<file path="src/design/rpg_pkg.sv">
// ----------------------------------------------------------------------------
// rpg_pkg
// Shared widths, register indexes and controller states of the random
// permutation generator.
// ----------------------------------------------------------------------------
`default_nettype none

package rpg_pkg;

  localparam int WORD_W        = 31;
  localparam int VALUE_W       = 32;
  localparam int ITEM_COUNT_W  = 11;
  localparam int CFG_IDX_W     = 2;
  localparam int CFG_DATA_W    = 32;
  localparam int MAX_ITEMS_DEF = 1024;

  localparam logic [ITEM_COUNT_W-1:0] ITEM_COUNT_RST = 11'd1024;
  localparam logic [VALUE_W-1:0]      BASE_VALUE_RST = 32'd0;

  localparam logic [CFG_IDX_W-1:0] CFG_ITEM_COUNT = 2'd0;
  localparam logic [CFG_IDX_W-1:0] CFG_BASE_VALUE = 2'd1;

  typedef enum logic [2:0] {
    ST_SWEEP,
    ST_IDLE,
    ST_DIV,
    ST_GET_SLOT,
    ST_WR_SLOT,
    ST_WR_LAST
  } rpg_state_e;

endpackage

`default_nettype wire

</file>
<file path="src/design/rpg_rem_serial.sv">
// ----------------------------------------------------------------------------
// rpg_rem_serial
// Bit-serial restoring remainder: one dividend bit per cycle, MSB first.
// ----------------------------------------------------------------------------
`default_nettype none

module rpg_rem_serial
  import rpg_pkg::*;
#(
  parameter int CNT_W = 11
) (
  input  wire logic              clk_i,
  input  wire logic              rst_ni,
  input  wire logic              start_i,
  input  wire logic [WORD_W-1:0] dividend_i,
  input  wire logic [CNT_W-1:0]  divisor_i,
  output logic                   done_o,
  output logic      [CNT_W-1:0]  rem_o
);

  localparam int BIT_CNT_W = $clog2(WORD_W + 1);
  localparam logic [BIT_CNT_W-1:0] LAST_BIT = BIT_CNT_W'(WORD_W);

  logic [WORD_W-1:0]    word_q, word_d;
  logic [CNT_W-1:0]     div_q, div_d;
  logic [CNT_W-1:0]     rem_q, rem_d;
  logic [BIT_CNT_W-1:0] bit_q, bit_d;
  logic [CNT_W:0]       trial;
  logic [CNT_W:0]       diff;

  always_comb begin
    trial  = {rem_q, word_q[WORD_W-1]};
    diff   = trial - {1'b0, div_q};
    word_d = word_q;
    div_d  = div_q;
    rem_d  = rem_q;
    bit_d  = bit_q;
    if (start_i) begin
      word_d = dividend_i;
      div_d  = divisor_i;
      rem_d  = '0;
      bit_d  = '0;
    end else if (bit_q != LAST_BIT) begin
      word_d = {word_q[WORD_W-2:0], 1'b0};
      rem_d  = (trial >= {1'b0, div_q}) ? diff[CNT_W-1:0] : trial[CNT_W-1:0];
      bit_d  = bit_q + 1'b1;
    end
  end

  always_ff @(posedge clk_i or negedge rst_ni) begin
    if (!rst_ni) begin
      bit_q <= LAST_BIT;
    end else begin
      bit_q <= bit_d;
    end
  end

  always_ff @(posedge clk_i) begin
    word_q <= word_d;
    div_q  <= div_d;
    rem_q  <= rem_d;
  end

  assign done_o = (bit_q == LAST_BIT);
  assign rem_o  = rem_q;

endmodule

`default_nettype wire

</file>
<file path="config.mk">
export PLATFORM = sky130hd
export DESIGN_NAME = rpg_rem_serial
export DESIGN_NICKNAME = d
export VERILOG_FILES = /design/src/design/rpg_pkg.sv /design/src/design/rpg_rem_serial.sv
export SDC_FILE = /design/constraint.sdc
export NUM_CORES = 1
export LEC_CHECK = 0
export ABC_AREA = 1
export BUFFER_PORTS_ARGS = -buffer_cell sky130_fd_sc_hd__buf_2
export CORE_UTILIZATION = 60
export CTS_CLUSTER_SIZE = 25
export DETAILED_ROUTE_END_ITERATION = 12
export GPL_ROUTABILITY_DRIVEN = 1
export GPL_TIMING_DRIVEN = 0
export PLACE_DENSITY_LB_ADDON = 0.08
export SETUP_SLACK_MARGIN = 0.15
export SLEW_MARGIN = 15
export SYNTH_ARGS = -nofsm -noshare
export SYNTH_HDL_FRONTEND = slang
export SYNTH_SLANG_ARGS = --single-unit
</file>
<file path="constraint.sdc">
create_clock -name clk_i -period 3.55 [get_ports clk_i]
set_input_delay 0.1775 -clock clk_i [delete_from_list [all_inputs] [get_ports clk_i]]
set_output_delay 0.1775 -clock clk_i [all_outputs]
set_load 0.01 [all_outputs]
</file>
==> impl_metrics.toml <==
[sta]
finalHoldViolations = 0
fin_crit_sh = 0.690
max_slew.worst_pin.slew_ns = 0.706
tmin_final_ns = 2.45
drv_slew = 0
rsz0062_at_grt = "no"
fmax_mhz = 408
fin_setup_tns_ns = 0
finalSetupViolations = 0
maxSlewHeadroom = 0.528
final.setup_skew_ns = 0.00944

[cts]
cts_htree_levels = 3
ctsLongestPathBuffers = 2
numClockSinks = 58
cts_root_buffer = "sky130_fd_sc_hd__clkbuf_8"
cts_tree = "yes"
number_of_buffers_created_by_cts = 9
post_cts_resize_count = 0
worst_skew_pair_latency_ns = 0.34
clk_pin_slew_ns = 0.07

[placement]
dp_hpwl_mm = 4.67
place_inst = 520
routabilityCongestion = 0.889
place.port_buffers = 56
placedInstanceArea_mm2 = 0.00353

[pwr]
cell_internal_pwr_mw = 1.46
finalPower_mw = 2.28
comb_power_frac = 0.354
netSwitchingPower_mw = 0.814
powerDensity_mw_per_mm2 = 609
seq_power_share = 0.391
clockPowerShare = 0.255
leakage_power_total_nw = 1.99
sw_frac_of_total = 0.357
vdd_drop_max_mv = 0.466

[finish]
layout-area-overhead-vs-synth_pct = 18.2
seq_area_mm2 = 0.00161
n_antenna_cell = 0
final_cell_area_mm2 = 0.00374
finalNetCount = 522
proportion_of_layout_cells_with_a_drive_suffix_above_1 = 0.192
multi_input_area_mm2 = 0.00128
fillers = 414
number_of_non_filler_instances_in_the_completed_layout = 538

[run_status]
status = "finished, final reports clean"

[job]
max-cap-violations = 0

[route]
num_vias = 2655
drt.antenna.violating_nets = 0
first_pass_iters = 4
detail_route.iter0.violations = 175
drc_errors = 0
avgViaCountPerCell = 4.93
drt_wl_total_mm = 6.40
route.detailed.wl_per_inst_um = 11.9

[synthesis]
synth_seq_cells = 58
async_flop_share = 0.0862
synth.avg_cell_area_um2 = 8.03
post_synth_instance_area_mm2 = 0.00316
count_of_cell_types_in_the_netlist = 31
synth_enable_flop_cells = 42
synth_top_flop_cell = "sky130_fd_sc_hd__edfxtp_1"
mappedNetlistNets = 453
post_synth_inst_count = 394
yosysSeqAreaShare = 0.510
ys.warnings.count = 0

[min_path]
hold_path_class = "in2reg"
min_delay_path_depth = 1

[die]
row_count = 26
chipWidth_um = 74.6
design.portCount = 57
fp.dieArea_mm2 = 0.00557
die-height_um = 74.6
initial_core_util = 0.619
floorplan.core_area_mm2 = 0.00511

[critical_path]
timing.critical_path.required_ns = 3.47
reg2reg_slack_ns = 1.10
critical_path.max_fanout = 31
crit_path_end_kind = "flop"
category_of_the_worst_setup_path_launch_point = "flop"
critical_path_arrival_ns = 2.36
worst-setup-path-type = "reg2reg"
r2r.worst_path.cells = 6

[global_route]
vias_in_the_first_global_route = 2380
pin_count_of_the_biggest_net_entering_global_routing = 32
gr-usage-all-layers = 0.249
grt_first_pass_wirelength_mm = 10.1
antenna_violations_before_repair = 0
globalRouteOverflowTotal = 0
-- flip-flops by register name, summed over array words and instances, names as in the netlist --
name    flops
word_q     31
div_q      11
rem_o      11
bit_q       5
-- final timing paths --
| kind | end | startpoint |
|---|---|---|
| max | word_q[26] | bit_q[0] |
| min | div_q[8] | divisor_i[8] |
| max reg2reg | word_q[26] | bit_q[0] |
| min reg2reg | bit_q[4] | bit_q[4] |
| max in group asynchronous | bit_q[0] | rst_ni |
| min in group asynchronous | bit_q[3] | rst_ni |
-- synth_stat cells, drive strengths merged, types with 2 or more instances --
master	instances	area share
dfstp	5	0.042
nor2	28	0.033
edfxtp	42	0.40
nand2	170	0.21
or2	2	0.0047
buf	7	0.013
a21oi	11	0.019
nand3	18	0.032
xor2	2	0.0055
nand3b	4	0.0095
dfxtp	11	0.070
clkbuf	5	0.0059
ha	13	0.051
nand4	5	0.0099
inv	54	0.064
o21ai	12	0.021
-- power by group through the flow --
stage	logic, mW	clock network [mW]	registers [mW]
floorplan	0.576	0	0.911
global placement	0.778	0	0.901
detailed placement	0.794	0	0.903
CTS	0.803	0.585	0.891
global route	0.912	0.610	0.905
finish	0.805	0.581	0.891
-- critical path: stages (launching register included) --
cell,delay [ns]
sky130_fd_sc_hd__dfstp_2,0.55
sky130_fd_sc_hd__ha_1,0.17
sky130_fd_sc_hd__nand2_1,0.08
sky130_fd_sc_hd__nor2_1,0.09
sky130_fd_sc_hd__ha_1,0.19
sky130_fd_sc_hd__clkbuf_1,0.41
sky130_fd_sc_hd__nand2_2,0.54
-- cells by family after synthesis --
logic type / synth area share
flip-flops: 0.510
AO/OA/AOI/OAI: 0.0423
adder cells (fa/ha/maj): 0.0578
buffers and inverters: 0.0846
AND/OR/NAND/NOR: 0.297
XOR/XNOR: 0.00831
-- cells in the final DEF (no fill, tap or decap), types with 3 or more instances in the layout --
| master | count |
|---|---|
| sky130_fd_sc_hd__nand2_1 | 166 |
| sky130_fd_sc_hd__buf_2 | 57 |
| sky130_fd_sc_hd__inv_1 | 53 |
| sky130_fd_sc_hd__edfxtp_1 | 42 |
| sky130_fd_sc_hd__nor2_1 | 28 |
| sky130_fd_sc_hd__nand3_1 | 17 |
| sky130_fd_sc_hd__ha_1 | 13 |
| sky130_fd_sc_hd__dfxtp_1 | 11 |
| sky130_fd_sc_hd__a21oi_1 | 10 |
| sky130_fd_sc_hd__o21ai_0 | 10 |
| sky130_fd_sc_hd__clkbuf_8 | 9 |
| sky130_fd_sc_hd__clkbuf_1 | 6 |
| sky130_fd_sc_hd__nand4_1 | 5 |
| sky130_fd_sc_hd__dfstp_2 | 5 |
| sky130_fd_sc_hd__nand3b_1 | 4 |
| sky130_fd_sc_hd__clkinv_2 | 4 |
| sky130_fd_sc_hd__buf_1 | 3 |
| sky130_fd_sc_hd__nand2_2 | 3 |
-- timing repair --
action | 4_1_cts | 5_1_grt
buffers inserted | 0 | 0
endpoints found under the hold margin | 5 | 1
hold buffers | 1 | 1
-- through the flow --
stage	hold slack (ns)	utilization	setup WS, ns
after floorplan	0.0297	-	1.16
after CTS	0.00312	0.729	0.660
after detailed placement	0.192	0.691	0.655
final	0.0106	0.732	1.10
after global routing	0.00108	0.732	0.925
after global placement	0.190	0.691	0.722
-- layout make-up --
| class | instances | area share |
|---|---|---|
| flip-flops and latches | 58 | 0.432 |
| clock buffers | 10 | 0.0341 |
| plain buffers | 12 | 0.0164 |
| inverters | 55 | 0.0552 |
| well taps | 70 | 0.0234 |
| repair buffers | 58 | 0.0803 |
| clock inverters | 6 | 0.0151 |
| multi-input cells | 269 | 0.344 |
-- metal layers --
| layer | wire [um] | up-vias | global-route usage | part of all wire |
|---|---|---|---|---|
| met4 | 109 | 0 | 0.0964 | 0.017 |
| met3 | 341 | 12 | 0.0705 | 0.053 |
| li1 | - | 1379 | - | - |
| met1 | 2820 | 1180 | 0.304 | 0.44 |
| met2 | 3130 | 84 | 0.419 | 0.49 |
| met5 | 0 | - | 0 | 0 |
No activity file was read; power rests on OpenSTA's default activity.
