File: config.mk
export PLATFORM = sky130hd
export DESIGN_NAME = rpg_ram
export DESIGN_NICKNAME = d
export VERILOG_FILES = /design/src/design/rpg_ram.sv
export SDC_FILE = /design/constraint.sdc
export NUM_CORES = 1
export LEC_CHECK = 0
export BUFFER_PORTS_ARGS = -buffer_cell sky130_fd_sc_hd__buf_2
export CAP_MARGIN = 20
export CORE_ASPECT_RATIO = 1.25
export CORE_MARGIN = 3
export CORE_UTILIZATION = 57
export DETAILED_ROUTE_END_ITERATION = 16
export HOLD_SLACK_MARGIN = 0.1
export PLACE_DENSITY_LB_ADDON = 0.15
export RECOVER_POWER = 25
export SLEW_MARGIN = 25
export SYNTH_ARGS = -nofsm -noshare
export SYNTH_HDL_FRONTEND = slang
export SYNTH_SLANG_ARGS = --single-unit
File: constraint.sdc
create_clock -name clk_i -period 2.9 [get_ports clk_i]
set_input_delay 0.58 -clock clk_i [delete_from_list [all_inputs] [get_ports clk_i]]
set_output_delay 0.58 -clock clk_i [all_outputs]
set_load 0.1 [all_outputs]
File: src/design/rpg_ram.sv
// ----------------------------------------------------------------------------
// rpg_ram
// Generic simple dual-port RAM: one write port, one read port with
// registered read data.
// ----------------------------------------------------------------------------
`default_nettype none

module rpg_ram #(
  parameter int WIDTH = 8,
  parameter int DEPTH = 16
) (
  input  wire logic                     clk_i,
  input  wire logic                     we_i,
  input  wire logic [$clog2(DEPTH)-1:0] waddr_i,
  input  wire logic [WIDTH-1:0]         wdata_i,
  input  wire logic [$clog2(DEPTH)-1:0] raddr_i,
  output logic      [WIDTH-1:0]         rdata_o
);

  logic [WIDTH-1:0] mem_q [DEPTH];

  always_ff @(posedge clk_i) begin
    if (we_i) begin
      mem_q[waddr_i] <= wdata_i;
    end
    rdata_o <= mem_q[raddr_i];
  end

endmodule

`default_nettype wire

==> reports/summary.md, run 1 <==
• 22.48 um^2 — post-synthesis area per instance
• 1057 um^2 — Multi-input gate area
• 2.023 nW — Leak Pwr
• 0.7502 — final weighted congestion in routability-driven placement
• 8748 um^2 — Core Area
• 0 — count of instances resized after the clock tree is built
• 0 — final hold violation count
• 0 — count of buffers added by post-CTS timing repair for setup
• 0.5180 — headroom to the max-slew limit
• 33 — pin count of the biggest net entering global routing
• 0 — DRC violations left
• 26 — number of top-level pins
• 16.58% — Area Overhead vs Synth
• 14.52 mm — global-route wire length before repair
• 0.2021 — combined global-route utilization of all metal layers
• mem_q[9][5] — Reg-to-Reg Start
• 112.2 um — die height
• 136 — Yosys reg bits
• 5.724 — DR vias/cell
• primary output — capturing element type of the critical path
• 2,570 — number of global-route vias before repair
• 229 — synthesized netlist cell count
• 2320 ps — data required time of the critical path
• wdata_i[7] — min-delay src
• edfxtp_1 (75%), mux4_2 (7.9%), mux4_1 (7.1%), dfxtp_1 (3.1%), a22oi_1 (2.3%) — biggest area contributors in the synthesized netlist
• 5 — Pre-antenna DRT Iters
• 0.6530 — portion of the clock cycle consumed by the worst path in the final layout
• 583 — Layout fillers
• 0.2628 — fraction of final layout cells sized beyond drive strength 1
• 0 — antenna violations before repair
• flip-flop — kind of launch point of the worst setup path
• 247 — Post-Syn Nets
• 0 — final-report setup violation count
• 17 — number of buffers created by CTS
• 2 — buffer levels on the longest clock path
• 10,210 um^2 — area enclosed by the die boundary
• 1520 ps — reg-to-reg slack, setup
• 720.4 ps — transition time of the tightest slew-check pin
• 91.00 um — die outline width
• 38 — row cnt
• 440 ps — Max stage delay on crit path
• mem_q[5][7] — worst-case hold path end point
• 4 — depth of the CTS H-tree
• 0 — antenna cells
• 25 — input/output buffers
• 1894 ps — time the worst path needs with I/O delays and setup
• rdata_o[5] — endpoint of the most critical register-to-register path
• flip-flop to primary output — Setup CP Type
• 60 ps — Clock transition at path regs
• 6001 um^2 — cell area after layout
• 0 ps — final setup TNS
• 0 — CTS Hold Bufs
• 0.7467 — top-area cell type share of the netlist area
• 1 — Hold Crit Depth
• 136 — total clock sinks
• 5477 um^2 — instance area after placement
• 0.5884 — Initial Utilization
• 0 — GRT overflow
• buf_2 — cell-by-cell trace of the critical path
• 1 — Worst Path Buf+Inv
• 0 — Maximum Capacitance Violations
• 0.0004959 V — peak ir drop on the vdd network
• edfxtp_1 (128), mux4_2 (18), buf_2 (17) — most used cells in the layout excluding fill and tap cells
• 9.193 mm — total wirelength of the detailed-routed design
• 0 — final slew viol count
• 173 — iteration-0 DRC count of the detailed router
• edfxtp_1 — library cell with the largest summed area after synthesis
• false — RSZ-0062 raised after global routing
• 3 — R2R depth
• 22.26 um — mean routed wirelength per cell
• 0.5281 GHz — fmax
• 735.6 nW/um^2 — total power density per cell area
• 298 — final net count
• 19 — count of different cell masters after synthesis
• 0.6859 — end-of-flow core utilization
• 11.09 ps — Fin Clk Skew
• 1310 ps — critical path arrival
• buf_2 — cell type of the slowest stage on the worst timing path
• 510 ps — insertion delay to the later sink of the worst-skew pair
• 0 — yosys warns
• 0.7778 — sequential area share after synthesis
• buffers and inverters — kind of cell adding the most delay to the critical path
• input pin to flip-flop — worst hold-check path type
• edfxtp_1 — most common cell after layout, fill and taps aside
• 2,364 — via total after detailed routing
• complete, no violations — run status
• clkbuf_8 — CTS Root Buffer Type
• 1 — peak fanout along the critical path
• 5147 um^2 — Cell Area, Synth
• built — TritonCTS clock tree
• 6.033 mm — Detailed Place HPWL
• 0 — count of nets left with antenna violations after detail routing
• 4004 um^2 — FF/Latch Area
-- per-layer routing --
| layer | track usage | share of wire |
|---|---|---|
| met5 | 0 | 0 |
| met4 | 0.09256 | 0.022 |
| met3 | 0.05965 | 0.057 |
| met2 | 0.3094 | 0.49 |
| met1 | 0.2728 | 0.43 |
-- metrics by stage --
step	instances	hold WS [ps]	setup WS [ps]	power (mW)
floorplan	229	629.3	827.1	2.455
global placement	381	641.4	757.7	2.542
detailed placement	381	663.2	723.4	2.547
CTS	413	431.9	964.5	4.455
global route	413	609.5	961.1	4.558
finish	413	586.3	1006	4.414
-- power by group --
group          switching [mW]  internal [mW]  leakage [nW]
sequential             0.0127           2.20          1.22
combinational           0.206         0.0843         0.543
clock                   0.713           1.20         0.256
-- kinds of logic after synthesis --
family	count (synthesis)	share of synthesized area
flip-flops	136	0.7778
buffers and inverters	10	0.01677
AND/OR/NAND/NOR	35	0.03184
multiplexers	32	0.1502
AO/OA/AOI/OAI	16	0.02334
-- Yosys cell counts --
library cell / number
and2_1: 1
or3b_2: 1
mux4_1: 14
buf_4: 1
buf_2: 3
clkdlybuf4s25_2: 3
nand3b_1: 2
and2b_1: 1
mux4_2: 18
nand3_1: 1
edfxtp_1: 128
a22oi_1: 16
buf_6: 3
nor2b_1: 1
nand2_1: 9
nor2_1: 13
nor3_1: 4
nand2b_1: 2
dfxtp_1: 8
-- sequential cells by signal (all words and copies together) (netlist names) --
| signal | cells |
|---|---|
| mem_q | 128 |
| rdata_o | 8 |
-- how the worst max path moves through the flow --
| stage | from | end | slack [ps] | cells past startpoint |
|---|---|---|---|---|
| after floorplan | waddr_i[2] | mem_q[0][0] | 830 | 2 |
| after global placement | waddr_i[2] | mem_q[3][1] | 760 | 3 |
| after detailed placement | waddr_i[2] | mem_q[3][7] | 720 | 3 |
| after CTS | rdata_o[5] | rdata_o[5] | 960 | 1 |
| after global routing | rdata_o[5] | rdata_o[5] | 960 | 1 |
| final | rdata_o[2] | rdata_o[2] | 1010 | 1 |
-- layout make-up --
type / instances / area share
clock buffer: 20 / 0.07089
clock inverter: 12 / 0.01814
multi-input combinational: 83 / 0.1762
sequential: 136 / 0.6672
tap: 120 / 0.02502
timing repair buffer: 42 / 0.04254
No activity file was read; power rests on OpenSTA's default activity.
==> run 2: changes to the inputs <==
clock period = 1.8 ns   (was 2.9 ns; I/O delays follow)
==> reports/summary.md, run 2 (synthesized netlist as in run 1, its figures left out) <==
• 450 ps — Max stage delay on crit path
• 1 — Worst Path Buf+Inv
• 91.00 um — die outline width
• 0 — antenna violations before repair
• clkbuf_8 — CTS Root Buffer Type
• 0.2084 — combined global-route utilization of all metal layers
• 6 — Pre-antenna DRT Iters
• 60 ps — Clock transition at path regs
• 0 — DRC violations left
• false — RSZ-0062 raised after global routing
• 15.17 mm — global-route wire length before repair
• 1 — peak fanout along the critical path
• 6.161 mm — Detailed Place HPWL
• 5589 um^2 — instance area after placement
• 0 ps — final setup TNS
• 0 — Maximum Capacitance Violations
• 0 — GRT overflow
• complete, no violations — run status
• edfxtp_1 — most common cell after layout, fill and taps aside
• 6112 um^2 — cell area after layout
• 309 — final net count
• 112.2 um — die height
• 17 — number of buffers created by CTS
• primary output — capturing element type of the critical path
• 0 — final slew viol count
• 112.9 ps — worst setup margin
• 26 — number of top-level pins
• 0 — CTS Hold Bufs
• 2 — buffer levels on the longest clock path
• buf_2 — cell type of the slowest stage on the worst timing path
• 638.0 ps — transition time of the tightest slew-check pin
• built — TritonCTS clock tree
• 1330 ps — critical path arrival
• buffers and inverters — kind of cell adding the most delay to the critical path
• 0.7378 — final weighted congestion in routability-driven placement
• 136 — total clock sinks
• 2,695 — number of global-route vias before repair
• buf_2 — cell-by-cell trace of the critical path
• 0 — count of instances resized after the clock tree is built
• 2,512 — via total after detailed routing
• mem_q x128, rdata_o x8 — largest registers
• 0.9373 — portion of the clock cycle consumed by the worst path in the final layout
• 510 ps — insertion delay to the later sink of the worst-skew pair
• 0.0009363 V — peak ir drop on the vdd network
• 18.74% — Area Overhead vs Synth
• 38 — row cnt
• 0.3158 — fraction of final layout cells sized beyond drive strength 1
• flip-flop — kind of launch point of the worst setup path
• 0 — final hold violation count
• 25 — input/output buffers
• 1687 ps — time the worst path needs with I/O delays and setup
• 0 — count of nets left with antenna violations after detail routing
• 10,210 um^2 — area enclosed by the die boundary
• 0.5927 GHz — fmax
• 5.687 ps — Fin Clk Skew
• edfxtp_1 (128), buf_4 (25), buf_2 (19) — most used cells in the layout excluding fill and tap cells
• 128 — Largest register FFs
• input pin to flip-flop — worst hold-check path type
• 0 — antenna cells
• 4 — depth of the CTS H-tree
• -17.45 ps — setup slack at placement
• 0 — final-report setup violation count
• mem_q — most flop-heavy register
• 0.5884 — Initial Utilization
• 8748 um^2 — Core Area
• 22.50 um — mean routed wirelength per cell
• 1162 nW/um^2 — total power density per cell area
• 9.538 mm — total wirelength of the detailed-routed design
• 2.107 nW — Leak Pwr
• 0 — count of buffers added by post-CTS timing repair for setup
• flip-flop to primary output — Setup CP Type
• 5.925 — DR vias/cell
• 33 — pin count of the biggest net entering global routing
• 0.5747 — headroom to the max-slew limit
• 250 — iteration-0 DRC count of the detailed router
• 1440 ps — data required time of the critical path
==> run 2: cell count changes in the layout (fill, tap and decap cells not counted), moves of 2 or more <==
cell	delta
buf_4	+9
buf_2	+2
clkinv_1	-5
clkbuf_1	-2
buf_12	+2
clkinv_2	+5
clkbuf_8	+2
==> run 2: layout make-up <==
class                   count  area, um^2
clock buffers              22       452.9
well taps                 120       150.1
clock inverters            10       77.57
repair buffers             53       365.4
fillers                   581        2636
flip-flops and latches    136        4004
multi-input cells          83        1062
==> run 2: final timing paths <==
kind                     start           end  slack [ps]  cells past startpoint
setup / recovery    rdata_o[6]    rdata_o[6]         110                      1
hold / removal      wdata_i[7]  mem_q[13][7]         250                      1
setup reg to reg   mem_q[3][3]    rdata_o[3]         460                      3
hold reg to reg   mem_q[11][1]    rdata_o[1]         680                      3
==> run 2: per-layer routing <==
layer	GRT usage	share of wire	vias to the layer above
met3	0.05295	0.048	21
met2	0.3433	0.52	81
li1	-	-	1095
met5	0	0	-
met4	0.09557	0.027	0
met1	0.2629	0.41	1315
==> run 2: power by group <==
part	total (mW)	internal [mW]	switching, mW
Sequential	3.56	3.54	0.0199
Combinational	0.492	0.153	0.338
Clock	3.05	1.88	1.17
==> run 2: through the flow <==
step           instances  power, mW    util  hold WS [ps]
2_1_floorplan        229      3.956       -         458.9
3_3_place_gp         392      4.116  0.6389         658.6
3_5_place_dp         392      4.125  0.6389         670.6
4_1_cts              424      7.155  0.6995         214.5
5_1_grt              424      7.340  0.6987         245.5
6_report             424      7.100  0.6987         253.4
==> run 2: worst register-to-register path, cell delays in order, from the launching register on <==
cell and delay, ps:
edfxtp_1 370, mux4_1 490, a22oi_1 250, nand2_1 110
==> run 3: changes to the inputs <==
clock period = 2.15 ns   (was 1.8 ns; I/O delays follow)
==> reports/summary.md, run 3 (synthesized netlist as in run 1, its figures left out) <==
• 0.5905 GHz — fmax
• complete, no violations — run status
• 25 — input/output buffers
• 112.2 um — die height
• 12.84 ps — Fin Clk Skew
• 136 — total clock sinks
• 520 ps — insertion delay to the later sink of the worst-skew pair
• 0.3156 — fraction of final layout cells sized beyond drive strength 1
• 0 — count of buffers added by post-CTS timing repair for setup
• mem_q[1][0] — Reg-to-Reg Start
• 2 — buffer levels on the longest clock path
• 91.00 um — die outline width
• 0 — final-report setup violation count
• 1 — Crit path depth
• buf_2 — cell type of the slowest stage on the worst timing path
• 0 — count of nets left with antenna violations after detail routing
• 0 — final slew viol count
• false — RSZ-0062 raised after global routing
• 10,210 um^2 — area enclosed by the die boundary
• 0 — CTS Hold Bufs
• 261 — iteration-0 DRC count of the detailed router
• buf_2 — cell-by-cell trace of the critical path
• mem_q x128, rdata_o x8 — largest registers
• 430 ps — Max stage delay on crit path
• 1694 ps — time the worst path needs with I/O delays and setup
• 0.0006440 V — peak ir drop on the vdd network
• 306.1 ps — Hold Worst Slack
• 389 — Placed Instances
• 15.11 mm — global-route wire length before repair
• 0 — final hold violation count
• 6.540 mW — overall power of the completed layout
• 0.7877 — portion of the clock cycle consumed by the worst path in the final layout
• 128 — Largest register FFs
• 6212 um^2 — cell area after layout
• 1053 nW/um^2 — total power density per cell area
• clkbuf_8 — CTS Root Buffer Type
• 4.883 mm — amount of wire on met2 after detailed routing
• mem_q — most flop-heavy register
• 0 — antenna cells
• 0 — DRC violations left
• 1 — Worst Path Buf+Inv
• 0 ps — final setup TNS
• primary output — capturing element type of the critical path
• 1720 ps — data required time of the critical path
• 5.846 — DR vias/cell
• 26 — number of top-level pins
• 306 — final net count
• 6.034 mm — Detailed Place HPWL
• 2,688 — number of global-route vias before repair
• built — TritonCTS clock tree
• 4 — Pre-antenna DRT Iters
• 0.5884 — Initial Utilization
• 1260 ps — critical path arrival
• 9.549 mm — total wirelength of the detailed-routed design
• flip-flop — kind of launch point of the worst setup path
• rdata_o[3] — start point of the critical path
• 666.4 ps — transition time of the tightest slew-check pin
• rdata_o[3] — capturing instance or port of the critical path
• 2.137 nW — Leak Pwr
• 38 — row cnt
• 0 — Maximum Capacitance Violations
• 60 ps — Clock transition at path regs
• 5562 um^2 — instance area after placement
• 1 — peak fanout along the critical path
• 3.877 mm — wire length on met1
• 0.2096 — combined global-route utilization of all metal layers
• 3 — R2R depth
• edfxtp_1 — most common cell after layout, fill and taps aside
• 8748 um^2 — Core Area
• 20.69% — Area Overhead vs Synth
• 515 um — met3 layer wire length in the routed design
• 760 ps — reg-to-reg slack, setup
• 4 — depth of the CTS H-tree
• met4 — Top Metal Used
• flip-flop to primary output — Setup CP Type
• edfxtp_1 (128), buf_4 (22), buf_2 (20) — most used cells in the layout excluding fill and tap cells
• 421 — final standard cell count with taps included and fillers excluded
• input pin to flip-flop — worst hold-check path type
• 0 — antenna violations before repair
• 0.5557 — headroom to the max-slew limit
• buffers and inverters — kind of cell adding the most delay to the critical path
• 0 — count of instances resized after the clock tree is built
• 17 — number of buffers created by CTS
• rdata_o[0] — endpoint of the most critical register-to-register path
• 33 — pin count of the biggest net entering global routing
• 2,461 — via total after detailed routing
• 22.68 um — mean routed wirelength per cell
• 0.7402 — final weighted congestion in routability-driven placement
• 0 — GRT overflow
==> run 3: cell count changes in the layout (fill, tap and decap cells not counted), sizes merged <==
cell,previous run,this run
bufinv,1,6
clkinvlp,1,4
clkbuf,28,24
clkinv,8,3
buf,47,45
==> run 3: layout make-up <==
| type | count | area, um^2 |
|---|---|---|
| Tap cell | 120 | 150.1 |
| Sequential cell | 136 | 4004 |
| Clock buffer | 19 | 431.7 |
| Clock inverter | 13 | 225.2 |
| Multi-Input combinational cell | 83 | 1057 |
| Fill cell | 558 | 2536 |
| Timing Repair Buffer | 50 | 344.1 |
==> run 3: power breakdown <==
| part | internal (mW) | switching [mW] | total [mW] |
|---|---|---|---|
| Combinational | 0.124 | 0.285 | 0.409 |
| Sequential | 2.97 | 0.0142 | 2.98 |
| Clock | 2.14 | 1.01 | 3.15 |
| Total | 5.23 | 1.31 | 6.54 |
==> run 3: metal layers <==
metal	up-vias	track usage
met4	0	0.1197
li1	1090	-
met5	-	0
met1	1264	0.2729
met3	20	0.04558
met2	87	0.3310
==> run 3: worst min path at each step <==
stage / start / end / depth (start not counted)
final: wdata_i[2] / mem_q[8][2] / 1
after global routing: wdata_i[3] / mem_q[14][3] / 1
after CTS: wdata_i[4] / mem_q[3][4] / 1
after detailed placement: mem_q[14][7] / rdata_o[7] / 3
after global placement: mem_q[11][5] / rdata_o[5] / 3
after floorplan: wdata_i[0] / mem_q[0][0] / 0
==> run 3: stage by stage <==
stage	setup slack [ps]	util
after global placement	261.0	0.6357
after floorplan	227.1	-
after detailed placement	239.4	0.6357
after global routing	409.3	0.7101
final	456.4	0.7101
after CTS	412.0	0.7108
